===== config.mk =====
export PLATFORM = sky130hd
export DESIGN_NAME = partial_reliability_stop_and_wait_sender_top_flat
export DESIGN_NICKNAME = d
export VERILOG_FILES = /design/src/hw/rtl/prsw_pkg.sv /design/src/hw/rtl/prsw_event_if.sv /design/src/hw/rtl/prsw_result_if.sv /design/src/hw/rtl/prsw_cfg.sv /design/src/hw/rtl/prsw_engine.sv /design/src/hw/rtl/partial_reliability_stop_and_wait_sender_top.sv /design/src/flat_wrapper.sv
export VERILOG_INCLUDE_DIRS = /design/src /design/src/hw/rtl
export SDC_FILE = /design/constraint.sdc
export NUM_CORES = 1
export LEC_CHECK = 0
export BUFFER_PORTS_ARGS = -buffer_cell sky130_fd_sc_hd__buf_4
export CAP_MARGIN = 20
export CORE_ASPECT_RATIO = 0.5
export CORE_UTILIZATION = 41
export DETAILED_ROUTE_END_ITERATION = 7
export HOLD_SLACK_MARGIN = 0.08
export PLACE_DENSITY = 0.65
export SETUP_SLACK_MARGIN = 0.05
export SYNTH_ARGS = -nofsm -noshare
export SYNTH_HDL_FRONTEND = slang
export SYNTH_SLANG_ARGS = --single-unit

===== constraint.sdc =====
create_clock -name clk -period 6.6 [get_ports clk]
set_clock_uncertainty 0.2 [all_clocks]
set_input_delay 0.33 -clock clk [delete_from_list [all_inputs] [get_ports clk]]
set_output_delay 0.33 -clock clk [all_outputs]
set_load 0.005 [all_outputs]

===== src/hw/rtl/partial_reliability_stop_and_wait_sender_top_macros.svh =====
// Assertion macros shared by the sender RTL
`ifndef PARTIAL_RELIABILITY_STOP_AND_WAIT_SENDER_TOP_MACROS_SVH
`define PARTIAL_RELIABILITY_STOP_AND_WAIT_SENDER_TOP_MACROS_SVH
`ifndef ASSERT_OFF
// Same-cycle implication under reset
`define PRSW_ASSERT_IMPL(lbl, ante, cons, msg) \
    lbl: assert property (@(posedge clk) disable iff (!rst_n) (ante) |-> (cons)) \
        else $error(msg);
// Next-cycle implication under reset
`define PRSW_ASSERT_NEXT(lbl, ante, cons, msg) \
    lbl: assert property (@(posedge clk) disable iff (!rst_n) (ante) |=> (cons)) \
        else $error(msg);
`else
`define PRSW_ASSERT_IMPL(lbl, ante, cons, msg)
`define PRSW_ASSERT_NEXT(lbl, ante, cons, msg)
`endif
`endif


===== src/hw/rtl/prsw_pkg.sv =====
// Package with types and constants for the stop-and-wait sender
package prsw_pkg;

    localparam int WINDOW_MAX_DEF = 8;

    localparam int SEQ_W    = 32;
    localparam int KIND_W   = 2;
    localparam int ACTION_W = 3;
    localparam int LOSS_W   = 4;
    localparam int CFG_W    = 4;
    localparam int APB_ADDR_W = 3;
    localparam int APB_DATA_W = 32;

    localparam logic [KIND_W-1:0] KIND_SEND    = 2'd0;
    localparam logic [KIND_W-1:0] KIND_ACK     = 2'd1;
    localparam logic [KIND_W-1:0] KIND_TIMEOUT = 2'd2;

    localparam logic [ACTION_W-1:0] ACT_TRANSMIT   = 3'd0;
    localparam logic [ACTION_W-1:0] ACT_RETRANSMIT = 3'd1;
    localparam logic [ACTION_W-1:0] ACT_DELIVERED  = 3'd2;
    localparam logic [ACTION_W-1:0] ACT_ABANDONED  = 3'd3;
    localparam logic [ACTION_W-1:0] ACT_IGNORED    = 3'd4;

    // Register select is byte address bit 2
    localparam logic REG_WINDOW_LENGTH = 1'b0;
    localparam logic REG_MAX_LOSSES    = 1'b1;

    localparam logic [CFG_W-1:0] WINDOW_LENGTH_RST = 4'd5;
    localparam logic [CFG_W-1:0] MAX_LOSSES_RST    = 4'd3;

    typedef struct packed {
        logic [CFG_W-1:0] window_length;
        logic [CFG_W-1:0] max_losses;
    } cfg_t;

    typedef struct packed {
        logic [ACTION_W-1:0] action;
        logic [SEQ_W-1:0]    sequence_number;
        logic [LOSS_W-1:0]   loss_count;
    } result_t;

    typedef struct packed {
        logic             pending;
        logic [SEQ_W-1:0] next_sequence;
    } status_t;

endpackage


===== src/hw/rtl/prsw_event_if.sv =====
// Event channel: send request, ack or timeout
interface prsw_event_if;
    logic                              valid;
    logic                              ready;
    logic [prsw_pkg::KIND_W-1:0]       kind;
    logic [prsw_pkg::SEQ_W-1:0]        ack_number;

    modport source (output valid, output kind, output ack_number, input ready);
    modport sink (input valid, input kind, input ack_number, output ready);
endinterface


===== src/hw/rtl/prsw_result_if.sv =====
// Result channel: action, sequence number and window loss count
interface prsw_result_if;
    logic                              valid;
    logic                              ready;
    logic [prsw_pkg::ACTION_W-1:0]     action;
    logic [prsw_pkg::SEQ_W-1:0]        sequence_number;
    logic [prsw_pkg::LOSS_W-1:0]       loss_count;

    modport source (output valid, output action, output sequence_number,
                    output loss_count, input ready);
    modport sink (input valid, input action, input sequence_number,
                  input loss_count, output ready);
endinterface


===== src/hw/rtl/prsw_cfg.sv =====
// APB configuration registers for the sender
module prsw_cfg (
    input  logic                                clk,
    input  logic                                rst_n,
    input  logic                                psel,
    input  logic                                penable,
    input  logic                                pwrite,
    input  logic [prsw_pkg::APB_ADDR_W-1:0]     paddr,
    input  logic [prsw_pkg::APB_DATA_W-1:0]     pwdata,
    output logic [prsw_pkg::APB_DATA_W-1:0]     prdata,
    output logic                                pready,
    output prsw_pkg::cfg_t                      cfg
);

    logic [prsw_pkg::CFG_W-1:0] window_length_reg;
    logic [prsw_pkg::CFG_W-1:0] max_losses_reg;
    logic                       wr_en;

    assign pready = 1'b1;
    assign wr_en  = psel && penable && pwrite;

    always_ff @(posedge clk or negedge rst_n)
    begin
        if (!rst_n)
        begin
            window_length_reg <= prsw_pkg::WINDOW_LENGTH_RST;
            max_losses_reg    <= prsw_pkg::MAX_LOSSES_RST;
        end
        else if (wr_en)
        begin
            unique case (paddr[2])
                prsw_pkg::REG_WINDOW_LENGTH:
                begin
                    window_length_reg <= pwdata[prsw_pkg::CFG_W-1:0];
                end
                prsw_pkg::REG_MAX_LOSSES:
                begin
                    max_losses_reg <= pwdata[prsw_pkg::CFG_W-1:0];
                end
                default:
                begin
                    max_losses_reg <= max_losses_reg;
                end
            endcase
        end
    end

    always_comb
    begin
        unique case (paddr[2])
            prsw_pkg::REG_WINDOW_LENGTH:
            begin
                prdata = prsw_pkg::APB_DATA_W'(window_length_reg);
            end
            prsw_pkg::REG_MAX_LOSSES:
            begin
                prdata = prsw_pkg::APB_DATA_W'(max_losses_reg);
            end
            default:
            begin
                prdata = '0;
            end
        endcase
    end

    assign cfg.window_length = window_length_reg;
    assign cfg.max_losses    = max_losses_reg;

endmodule


===== src/hw/rtl/prsw_engine.sv =====
// Sender state and per-event decision logic with loss window
module prsw_engine #(
    parameter int WINDOW_MAX = prsw_pkg::WINDOW_MAX_DEF
) (
    input  logic                            clk,
    input  logic                            rst_n,
    input  logic                            step,
    input  logic [prsw_pkg::KIND_W-1:0]     kind,
    input  logic [prsw_pkg::SEQ_W-1:0]      ack_number,
    input  prsw_pkg::cfg_t                  cfg,
    output prsw_pkg::result_t               result,
    output prsw_pkg::status_t               status
);

    localparam int PW = $clog2(WINDOW_MAX);
    localparam int LW = $clog2(WINDOW_MAX + 1);
    localparam int CW = (LW > prsw_pkg::CFG_W) ? LW : prsw_pkg::CFG_W;

    logic [prsw_pkg::SEQ_W-1:0] seq_reg;
    logic [prsw_pkg::SEQ_W-1:0] seq_next;
    logic                       pending_reg;
    logic                       pending_next;
    logic [WINDOW_MAX-1:0]      hist_reg;
    logic [WINDOW_MAX-1:0]      hist_next;
    logic [PW-1:0]              pos_reg;
    logic [PW-1:0]              pos_next;

    logic [CW-1:0]              wl_ext;
    logic [CW-1:0]              eff_len;
    logic [PW-1:0]              pos_fix;
    logic [CW-1:0]              pos_inc;
    logic [PW-1:0]              pos_adv;
    logic [WINDOW_MAX-1:0]      hist_wr;
    logic                       record;
    logic                       ok_bit;
    logic [LW-1:0]              losses;
    logic [CW-1:0]              losses_ext;
    logic                       ack_match;
    logic [prsw_pkg::ACTION_W-1:0] action;

    // Effective window: window_length clamped to 1..WINDOW_MAX
    always_comb
    begin
        wl_ext = CW'(cfg.window_length);
        if (wl_ext == '0)
        begin
            eff_len = CW'(1);
        end
        else if (wl_ext > CW'(WINDOW_MAX))
        begin
            eff_len = CW'(WINDOW_MAX);
        end
        else
        begin
            eff_len = wl_ext;
        end
    end

    // Wrap a stale position before the write, then advance modulo the window
    always_comb
    begin
        pos_fix = (CW'(pos_reg) >= eff_len) ? '0 : pos_reg;
        pos_inc = CW'(pos_fix) + CW'(1);
        pos_adv = (pos_inc >= eff_len) ? '0 : pos_inc[PW-1:0];
    end

    assign ack_match = (ack_number == prsw_pkg::SEQ_W'(seq_reg + 32'd1));

    // Which attempt gets recorded, independent of the abandon test
    always_comb
    begin
        record = 1'b0;
        ok_bit = 1'b0;
        unique case (kind)
            prsw_pkg::KIND_ACK:
            begin
                record = pending_reg;
                ok_bit = ack_match;
            end
            prsw_pkg::KIND_TIMEOUT:
            begin
                record = pending_reg;
            end
            default:
            begin
                record = 1'b0;
            end
        endcase
    end

    always_comb
    begin
        hist_wr          = hist_reg;
        hist_wr[pos_fix] = ok_bit;
        hist_next        = record ? hist_wr : hist_reg;
    end

    always_comb
    begin
        losses = '0;
        for (int i = 0; i < WINDOW_MAX; i++)
        begin
            if ((CW'(i) < eff_len) && !hist_next[i])
            begin
                losses = LW'(losses + LW'(1));
            end
        end
        losses_ext = CW'(losses);
    end

    always_comb
    begin
        action       = prsw_pkg::ACT_IGNORED;
        seq_next     = seq_reg;
        pending_next = pending_reg;
        unique case (kind)
            prsw_pkg::KIND_SEND:
            begin
                if (!pending_reg)
                begin
                    pending_next = 1'b1;
                    action       = prsw_pkg::ACT_TRANSMIT;
                end
            end
            prsw_pkg::KIND_ACK:
            begin
                if (pending_reg)
                begin
                    if (ack_match)
                    begin
                        seq_next     = prsw_pkg::SEQ_W'(seq_reg + 32'd1);
                        pending_next = 1'b0;
                        action       = prsw_pkg::ACT_DELIVERED;
                    end
                    else
                    begin
                        action = prsw_pkg::ACT_RETRANSMIT;
                    end
                end
            end
            prsw_pkg::KIND_TIMEOUT:
            begin
                if (pending_reg)
                begin
                    if (losses_ext > CW'(cfg.max_losses))
                    begin
                        pending_next = 1'b0;
                        action       = prsw_pkg::ACT_ABANDONED;
                    end
                    else
                    begin
                        action = prsw_pkg::ACT_RETRANSMIT;
                    end
                end
            end
            default:
            begin
                action = prsw_pkg::ACT_IGNORED;
            end
        endcase
    end

    assign pos_next = record ? pos_adv : pos_reg;

    always_ff @(posedge clk or negedge rst_n)
    begin
        if (!rst_n)
        begin
            seq_reg     <= '0;
            pending_reg <= 1'b0;
            hist_reg    <= '1;
            pos_reg     <= '0;
        end
        else if (step)
        begin
            seq_reg     <= seq_next;
            pending_reg <= pending_next;
            hist_reg    <= hist_next;
            pos_reg     <= pos_next;
        end
    end

    assign result.action          = action;
    assign result.sequence_number = seq_reg;
    assign result.loss_count      = (losses_ext > CW'(15)) ? prsw_pkg::LOSS_W'(15)
                                                           : losses_ext[prsw_pkg::LOSS_W-1:0];

    assign status.pending       = pending_reg;
    assign status.next_sequence = seq_reg;

endmodule


===== src/hw/rtl/partial_reliability_stop_and_wait_sender_top.sv =====
// Top level of the partial-reliability stop-and-wait sender
//
//  channel  | dir | handshake       | payload
//  ---------+-----+-----------------+--------------------------------------
//  evt      | in  | valid / ready   | kind, ack_number
//  result   | out | valid / ready   | action, sequence_number, loss_count
//  apb      | in  | psel / penable  | paddr, pwdata, prdata (pready = 1)
//
// One event per cycle sustained while the result side is ready; an accepted
// request passes through the input register, then the result register.
// The state updates when an event moves from the input register to the result
// register; a stalled result holds the request in the input register, and with
// both registers full the input stalls until the result side takes one.
// Reset clears sequence, pending flag and position, and marks every window
// entry ok; configuration resets to window_length 5, max_losses 3.
`include "partial_reliability_stop_and_wait_sender_top_macros.svh"

module partial_reliability_stop_and_wait_sender_top #(
    parameter int WINDOW_MAX = prsw_pkg::WINDOW_MAX_DEF
) (
    input  logic                                clk,
    input  logic                                rst_n,
    prsw_event_if.sink                          evt,
    prsw_result_if.source                       result,
    input  logic                                psel,
    input  logic                                penable,
    input  logic                                pwrite,
    input  logic [prsw_pkg::APB_ADDR_W-1:0]     paddr,
    input  logic [prsw_pkg::APB_DATA_W-1:0]     pwdata,
    output logic [prsw_pkg::APB_DATA_W-1:0]     prdata,
    output logic                                pready
);

    prsw_pkg::cfg_t             cfg;
    prsw_pkg::result_t          eng_result;
    prsw_pkg::status_t          status;

    logic                       in_valid_reg;
    logic [prsw_pkg::KIND_W-1:0] in_kind_reg;
    logic [prsw_pkg::SEQ_W-1:0] in_ack_reg;
    logic                       out_valid_reg;
    prsw_pkg::result_t          out_res_reg;
    logic                       advance;

    prsw_cfg u_cfg (
        .clk     (clk),
        .rst_n   (rst_n),
        .psel    (psel),
        .penable (penable),
        .pwrite  (pwrite),
        .paddr   (paddr),
        .pwdata  (pwdata),
        .prdata  (prdata),
        .pready  (pready),
        .cfg     (cfg)
    );

    prsw_engine #(
        .WINDOW_MAX (WINDOW_MAX)
    ) u_engine (
        .clk        (clk),
        .rst_n      (rst_n),
        .step       (advance),
        .kind       (in_kind_reg),
        .ack_number (in_ack_reg),
        .cfg        (cfg),
        .result     (eng_result),
        .status     (status)
    );

    // Move the held request forward when the result slot is free or draining
    assign advance   = in_valid_reg && (!out_valid_reg || result.ready);
    assign evt.ready = !in_valid_reg || advance;

    always_ff @(posedge clk or negedge rst_n)
    begin
        if (!rst_n)
        begin
            in_valid_reg  <= 1'b0;
            out_valid_reg <= 1'b0;
        end
        else
        begin
            if (evt.ready)
            begin
                in_valid_reg <= evt.valid;
            end
            if (advance)
            begin
                out_valid_reg <= 1'b1;
            end
            else if (result.ready)
            begin
                out_valid_reg <= 1'b0;
            end
        end
    end

    always_ff @(posedge clk)
    begin
        if (evt.valid && evt.ready)
        begin
            in_kind_reg <= evt.kind;
            in_ack_reg  <= evt.ack_number;
        end
        if (advance)
        begin
            out_res_reg <= eng_result;
        end
    end

    assign result.valid           = out_valid_reg;
    assign result.action          = out_res_reg.action;
    assign result.sequence_number = out_res_reg.sequence_number;
    assign result.loss_count      = out_res_reg.loss_count;

    `PRSW_ASSERT_IMPL(a_abandon_on_timeout,
        advance && (eng_result.action == prsw_pkg::ACT_ABANDONED),
        in_kind_reg == prsw_pkg::KIND_TIMEOUT, "abandon without timeout")
    `PRSW_ASSERT_NEXT(a_deliver_advances,
        advance && (eng_result.action == prsw_pkg::ACT_DELIVERED),
        status.next_sequence == prsw_pkg::SEQ_W'($past(status.next_sequence) + 32'd1),
        "delivery did not advance sequence")
    `PRSW_ASSERT_NEXT(a_done_clears_pending,
        advance && ((eng_result.action == prsw_pkg::ACT_DELIVERED) ||
                    (eng_result.action == prsw_pkg::ACT_ABANDONED)),
        !status.pending, "pending not cleared")
    `PRSW_ASSERT_NEXT(a_held_request_kept, in_valid_reg && !advance,
        in_valid_reg && $stable(in_kind_reg), "held request lost")

endmodule


===== src/flat_wrapper.sv =====
// flat-port wrapper written by rule: the top's interface ports become plain ports
module partial_reliability_stop_and_wait_sender_top_flat 
#(
    parameter int WINDOW_MAX = prsw_pkg::WINDOW_MAX_DEF
)
  (clk, rst_n, psel, penable, pwrite, paddr, pwdata, prdata, pready, evt_valid, evt_kind, evt_ack_number, evt_ready, result_valid, result_action, result_sequence_number, result_loss_count, result_ready);
  prsw_event_if evt_i ();
  prsw_result_if result_i ();
  input  logic clk;
  input  logic rst_n;
  input  logic psel;
  input  logic penable;
  input  logic pwrite;
  input  logic [prsw_pkg::APB_ADDR_W-1:0] paddr;
  input  logic [prsw_pkg::APB_DATA_W-1:0] pwdata;
  output logic [prsw_pkg::APB_DATA_W-1:0] prdata;
  output logic pready;
  input wire logic [$bits(evt_i.valid)-1:0] evt_valid;
  input wire logic [$bits(evt_i.kind)-1:0] evt_kind;
  input wire logic [$bits(evt_i.ack_number)-1:0] evt_ack_number;
  output wire logic [$bits(evt_i.ready)-1:0] evt_ready;
  output wire logic [$bits(result_i.valid)-1:0] result_valid;
  output wire logic [$bits(result_i.action)-1:0] result_action;
  output wire logic [$bits(result_i.sequence_number)-1:0] result_sequence_number;
  output wire logic [$bits(result_i.loss_count)-1:0] result_loss_count;
  input wire logic [$bits(result_i.ready)-1:0] result_ready;
  assign evt_i.valid = evt_valid;
  assign evt_i.kind = evt_kind;
  assign evt_i.ack_number = evt_ack_number;
  assign evt_ready = evt_i.ready;
  assign result_valid = result_i.valid;
  assign result_action = result_i.action;
  assign result_sequence_number = result_i.sequence_number;
  assign result_loss_count = result_i.loss_count;
  assign result_i.ready = result_ready;
  partial_reliability_stop_and_wait_sender_top #(.WINDOW_MAX(WINDOW_MAX)) u_core (.clk(clk), .rst_n(rst_n), .evt(evt_i), .result(result_i), .psel(psel), .penable(penable), .pwrite(pwrite), .paddr(paddr), .pwdata(pwdata), .prdata(prdata), .pready(pready));
endmodule

# Word-level counts from Yosys, hierarchy flattened
# Cells that the tools add are included.
[word_totals]
reg_bits = 127
in_bits = 76
out_inout_bits = 74
wordCells = 108
[classes]
add_sub_neg = 9
magnitude_cmp = 15
n_eq_ne = 3
n_mux = 32
bitwise = 1
n_reduce_logical = 35
[op_table]
columns = ["op", "n"]
rows = [
  ["$pmux 32 s2", 1],
  ["$mux 4", 9],
  ["$add 32x1->32 const B", 1],
  ["$eq 32x32->1", 1],
  ["$add 4x1->4 const B", 7],
  ["$lt 3x4->1 const A", 4],
  ["$mux 3", 5],
  ["$logic_and 1x1->1", 13],
  ["$logic_not 1->1", 10],
  ["$mux 1", 10],
  ["$pmux 3 s3", 1],
  ["$bwmux 8", 1],
  ["$gt 4x4->1 const B", 2],
  ["$lt 1x4->1 const A", 2],
  ["$lt 2x4->1 const A", 2],
  ["$mux 8", 1],
  ["$reduce_and 2->1", 4],
  ["$add 3x1->4 const B", 1],
  ["$ge 3x4->1", 1],
  ["$ge 4x4->1", 1],
  ["$gt 4x4->1", 1],
  ["$logic_not 4->1", 1],
  ["$lt 3x4->1 const B", 1],
  ["$mux 2", 2],
  ["other kinds (12)", 13],
]

# Depth between registers and ports, before layout
[logic_depth]
word_depth = 32
depth_mapped = 38
mapped_depth_nobuf = 36

# By module
# From an unflattened synthesis, not the netlist that was laid out.
[unflattened]
hier_cells = 715
hier_area_um2 = 7763.7
[modules_own_cells]
columns = ["mod", "instances", "cells_each", "area_each_um2", "seq_area_each_um2"]
rows = [
  ["prsw_engine", 1, 581, 4865.9, 1111.1],
  ["partial_reliability_stop_and_wait_sender_top", 1, 81, 2296.0, 2242.2],
  ["prsw_cfg", 1, 53, 601.8, 205.2],
]

# Worst setup path before layout
# No wires, ideal clock.
[synth_path]
path_kind = "register to register"
start = "register u_core.u_cfg.window_length_reg[2] in the netlist's numbering"
end = "register u_core.u_engine.pending_reg"
arrival_ps = 6616
path_slack_ps = -311
stages_incl_launch_ff = 37
period_less_slack_ps = 6911
cell_sequence = "dfstp_2 clkbuf_1 nor2_1 nor2_1 nor2_1 ha_1 nand2b_1 a21o_1 a21oi_1 or2_2 clkbuf_1 nand2_1 or4_1 mux2i_1 o31ai_1 inv_1 ha_1 xnor2_1 xnor2_1 a21o_1 inv_1 ha_1 xnor2_1 nor3_1 a221oi_1 ha_1 a21o_1 ha_1 mux2_2 ha_1 nor2b_1 o21a_1 o21a_1 o211ai_1 o21a_1 o31ai_1 o31ai_1"
[synth_via]
elab_chain_cells = 32
[synth_lines]
columns = ["item", "line_no", "text"]
rows = [
  ["start: declaration", "prsw_cfg.sv:15", "logic [prsw_pkg::CFG_W-1:0] window_length_reg;"],
  ["start signal: assignment", "prsw_cfg.sv:26", "window_length_reg <= prsw_pkg::WINDOW_LENGTH_RST;"],
  ["start signal: assignment", "prsw_cfg.sv:34", "window_length_reg <= pwdata[prsw_pkg::CFG_W-1:0];"],
  ["$gt 4x4->1", "prsw_engine.sv:49", "else if (wl_ext > CW'(WINDOW_MAX))"],
  ["$mux 4", "prsw_engine.sv:49", ""],
  ["$mux 4 *", "prsw_engine.sv:45", "if (wl_ext == '0)"],
  ["$ge 3x4->1", "prsw_engine.sv:62", "pos_fix = (CW'(pos_reg) >= eff_len) ? '0 : pos_reg;"],
  ["$mux 3", "prsw_engine.sv:62", ""],
  ["$lt 3x4->1 (implied by the code) or $ge 3x1->1 (tied branches)", "prsw_engine.sv:94", "hist_wr[pos_fix] = ok_bit;"],
  ["$logic_and 1x1->1 (implied by the code)", "prsw_engine.sv:94", ""],
  ["$mux 1 (implied by the code)", "prsw_engine.sv:94", ""],
  ["(+17 left out)", "--", ""],
  ["$mux 4", "prsw_engine.sv:103", "if ((CW'(i) < eff_len) && !hist_next[i])"],
  ["$add 4x1->4", "prsw_engine.sv:105", "losses = LW'(losses + LW'(1));"],
  ["$mux 4 *", "prsw_engine.sv:103", ""],
  ["via u_core.u_engine.losses[1]", "prsw_engine.sv:36", "logic [LW-1:0] losses;"],
  ["$gt 4x4->1 *", "prsw_engine.sv:145", "if (losses_ext > CW'(cfg.max_losses))"],
  ["$mux 1 *", "prsw_engine.sv:145", ""],
  ["$mux 1 *", "prsw_engine.sv:143", "if (pending_reg)"],
  ["$pmux 1 s3 *", "prsw_engine.sv:116", "unique case (kind)"],
  ["end signal: assignment", "prsw_engine.sv:177", "pending_reg <= pending_next;"],
  ["end: declaration", "prsw_engine.sv:21", "logic pending_reg;"],
]
# The timed path passes the listed nets; every way through them passes the cells marked *.
# A chain may end at the register's enable or synchronous reset.

# Final worst setup path
[layout_path]
start = "register u_core.u_engine.seq_reg[9] in the netlist's numbering"
end = "register u_core.u_engine.pending_reg"
[layout_via]
elab_chain_cells = 26
[layout_lines]
columns = ["item", "line_no", "text"]
rows = [
  ["start: declaration", "prsw_engine.sv:19", "logic [prsw_pkg::SEQ_W-1:0] seq_reg;"],
  ["start signal: assignment", "prsw_engine.sv:176", "seq_reg <= seq_next;"],
  ["$add 32x1->32 *", "prsw_engine.sv:67", "assign ack_match = (ack_number == prsw_pkg::SEQ_W'(seq_reg + 32'd1));"],
  ["$eq 32x32->1 *", "prsw_engine.sv:67", ""],
  ["$mux 1 *", "prsw_engine.sv:74", "unique case (kind)"],
  ["$bwmux 8 *", "prsw_engine.sv:94", ""],
  ["$mux 8 *", "prsw_engine.sv:95", "hist_next = record ? hist_wr : hist_reg;"],
  ["$logic_not 1->1", "prsw_engine.sv:103", ""],
  ["$logic_and 1x1->1", "prsw_engine.sv:103", ""],
  ["$mux 1", "prsw_engine.sv:103", ""],
  ["(+11 left out)", "--", ""],
  ["$mux 4", "prsw_engine.sv:103", ""],
  ["$add 4x1->4", "prsw_engine.sv:105", ""],
  ["$mux 4 *", "prsw_engine.sv:103", ""],
  ["via u_core.u_engine.losses[1]", "prsw_engine.sv:36", ""],
  ["$gt 4x4->1 *", "prsw_engine.sv:145", ""],
  ["$mux 1 *", "prsw_engine.sv:145", ""],
  ["$mux 1 *", "prsw_engine.sv:143", ""],
  ["$pmux 1 s3 *", "prsw_engine.sv:116", ""],
]
# Marked as above.

==> results.sh <==
export IMPL_status="complete, but fails checks"
export IMPL_violations="negative setup slack"
export IMPL_die_height_um=96.0
export IMPL_synth_distinct_cells=84
export IMPL_syn2layout_area_growth_pct=43.1
export IMPL_fin_crit_sh_pct=102
export IMPL_crit_family="compound AO/OA/AOI/OAI gates"
export IMPL_viasPerCell=5.01
export IMPL_synth_most_common_cell="edfxtp_1"
export IMPL_start_util_pct=43.0
export IMPL_hold_violations=0
export IMPL_critPathKind="register to register"
export IMPL_antenna_found_initial=0
export IMPL_rsz0062_at_grt="yes"
export IMPL_final_antenna_net_count=0
export IMPL_rr_startpoint="u_core.u_engine.seq_reg[9]$_DFFE_PN0P_"
export IMPL_dpl_worst_slack_ps=-407
export IMPL_cp_slowest_cell="or4_1"
export IMPL_synthMuxAreaShare_pct=2.86
export IMPL_worst_pin_slew_ps=768
export IMPL_met3_usage_pct=3.90
export IMPL_grt_remaining_overflow=0
export IMPL_cp_required_ps=6720
export IMPL_globalplace_congestion=0.865
export IMPL_hold_path_depth=3
export IMPL_yosysWarnings=0
export IMPL_clk_path_buf_depth=2
export IMPL_grt_pass1_wl_mm=28.4
export IMPL_yosys_area_share_simple_pct=15.8
export IMPL_drive_above_1_share_pct=39.4
export IMPL_dp_cells=1052
export IMPL_diodes=0
export IMPL_vias=5733
export IMPL_grt_max_degree=55
export IMPL_ys_ff_latch=127
export IMPL_path_buf_inv=4
export IMPL_p_leak_nw=4.51
export IMPL_yosys_top_cells_count="edfxtp_1, xnor2_1, nand2_1"
export IMPL_reg2reg_slack_ps=-120
export IMPL_place_hpwl_mm=12.5
export IMPL_hp_start="pwrite"
export IMPL_clk_pin_slew_ps=60
export IMPL_yosys_area_top_type="edfxtp_1"
export IMPL_report_final_slew_viol_count=0
export IMPL_tns_ps=-175
export IMPL_yosys_area_top_type_share_pct=30.2
export IMPL_arrival_ps=6840
export IMPL_syn_inst=635
export IMPL_crit_fanout=4
export IMPL_synth_xor_area_share_pct=11.8
export IMPL_drt_pass1_iterations=4
export IMPL_h_tree_depth=4
export IMPL_ys_seq_area_share_pct=49.1
export IMPL_die_x_um=190
export IMPL_critPathLaunchType="register"
export IMPL_min_period_ps=6720
export IMPL_syn_area_mm2=0.00725
export IMPL_synthArstFlopShare_pct=42.5
export IMPL_endpoint_kind="register"
export IMPL_maxCapViolations=0
export IMPL_grt_pass1_vias=5649
export IMPL_cts_tree="built"
export IMPL_use_met2_pct=35.4
export IMPL_synth_area_leaders="edfxtp_1, dfrtp_1, xnor2_1"
export IMPL_drt_iter0_markers=287
export IMPL_synth_edf_count=73
export IMPL_root_buffer="clkbuf_16"
export IMPL_stdcell_count=1145
export IMPL_grt_busiest_layer="met2"
export IMPL_slew_headroom_pct=48.8
export IMPL_met1_usage_pct=26.1
export IMPL_post_route_cell_area_mm2=0.0104
export IMPL_synth_top_family_by_area="simple AND/OR/NAND/NOR gates"
export IMPL_core_mm2=0.0168
export IMPL_setup_violations=2
export IMPL_fin_nets=1007
export IMPL_clock_latency_ps=420
export IMPL_route_detailed_drc=0
export IMPL_hold_path_class="input pin to register"
export IMPL_wl_mm=17.9
export IMPL_wl_per_cell_um=15.6
export IMPL_reg2regPathDepth=32
export IMPL_rr_endpoint="u_core.u_engine.pending_reg$_DFFE_PN0P_"
export IMPL_io_buffers=90
export IMPL_whs_endpoint="u_core.u_cfg.max_losses_reg[0]$_DFFE_PN1P_"
export IMPL_timing_final_ws_setup_ps=-118
export IMPL_synthAdderAreaFrac_pct=4.49
export IMPL_placed_cell_area_mm2=0.00900
export IMPL_ioPinCount=150
export IMPL_syn_area_per_cell_um2=11.4
export IMPL_die_area_mm2=0.0183
export IMPL_synthFlopType="edfxtp_1"
export IMPL_clkSinkCount=127
export IMPL_power_density_mw_per_mm2=311
export IMPL_critPathMaxStageDelay_ps=520
export IMPL_synth_compound_area_share_pct=10.3
export IMPL_cts_buffers=17
export IMPL_rows=33
export IMPL_grtUsageTotal_pct=20.5
export IMPL_peakVddDrop_mv=0.334
export IMPL_max_freq_mhz=149
[worst max-delay path by stage]
stage,start,end,slack (ps),cells after the start
CTS,u_core.u_engine.seq_reg[7]$_DFFE_PN0P_,u_core.u_engine.pending_reg$_DFFE_PN0P_,-120,31
floorplan,u_core.u_engine.seq_reg[5]$_DFFE_PN0P_,u_core.u_engine.pending_reg$_DFFE_PN0P_,50,32
detailed placement,u_core.u_engine.seq_reg[9]$_DFFE_PN0P_,u_core.u_engine.pending_reg$_DFFE_PN0P_,-410,30
finish,u_core.u_engine.seq_reg[9]$_DFFE_PN0P_,u_core.u_engine.pending_reg$_DFFE_PN0P_,-120,32
global route,u_core.u_engine.seq_reg[9]$_DFFE_PN0P_,u_core.u_engine.pending_reg$_DFFE_PN0P_,-440,32
global placement,u_core.u_engine.seq_reg[9]$_DFFE_PN0P_,u_core.u_engine.pending_reg$_DFFE_PN0P_,-220,30
[layout make-up]
cell class	count	area, µm²
Clock inverter	14	130
Sequential cell	127	3570
Clock buffer	18	439
Multi-Input combinational cell	463	3700
Timing Repair Buffer	272	2160
Inverter	24	90.1
Tap cell	227	284
Fill cell	1370	6470
[worst min-delay path: cells and delay by family]
family / cells / cell delay, ps
buffers and inverters: 1 / 110
multiplexers: 1 / 180
AND/OR/NAND/NOR: 1 / 180
[repair_timing]
action	4_1_cts	5_1_grt
buffers inserted	16	3
endpoints found under the setup margin	2	2
gates resized for setup	31	16
hold endpoints to repair	86	0
pin swaps	22	10
hold buffers	42	0
[where the power goes]
part           internal [W]  leakage, nW  switching (W)
combinational      0.000750         2.85       0.000603
sequential         0.000933         1.39      0.0000345
clock              0.000533        0.278       0.000375
[cell families after synthesis]
logic type	count (synthesis)
mux	19
compound gates	99
simple gates	198
xor+xnor	92
flops	127
buf+inv	72
other cells	2
fa+ha+maj	26
[metal layers]
layer | vias up | routed length [µm]
li1 | 2796 | -
met1 | 2795 | 8100
met2 | 122 | 8810
met3 | 20 | 681
met4 | 0 | 265
met5 | - | 0
[metrics by stage]
stage,hold slack [ps],total power [W],utilization [%]
after floorplan,-166,0.00174,-
after global placement,227,0.00211,53.4
after detailed placement,257,0.00215,53.4
after CTS,214,0.00315,61.0
after global routing,230,0.00342,61.6
final,218,0.00323,61.6
[cells in the final DEF, fill, tap and decap left out, drive strengths merged, types with 3 or more instances in the layout]
cell type and n:
ha 26, clkbuf 18, clkinv 7, a22o 5
dfstp 12, and3 8, buf 230, conb 29
a211o 3, o31ai 14, nor4 10, nand2 47
nor3 15, a21oi 9, o21ai 19, nor2b 5
and4 7, mux2i 5, nand4 22, nand3 15
nor2 26, a31oi 4, mux2 14, nand2b 7
or2 3, and2 15, xnor2 52, o21a 4
edfxtp 73, or3 5, dfrtp 42, xor2 38
or4 4, a21o 6, o211ai 7, a211oi 5
inv 28, dlygate4sd3 42
Note: power is estimated with default switching activity, not from simulation.
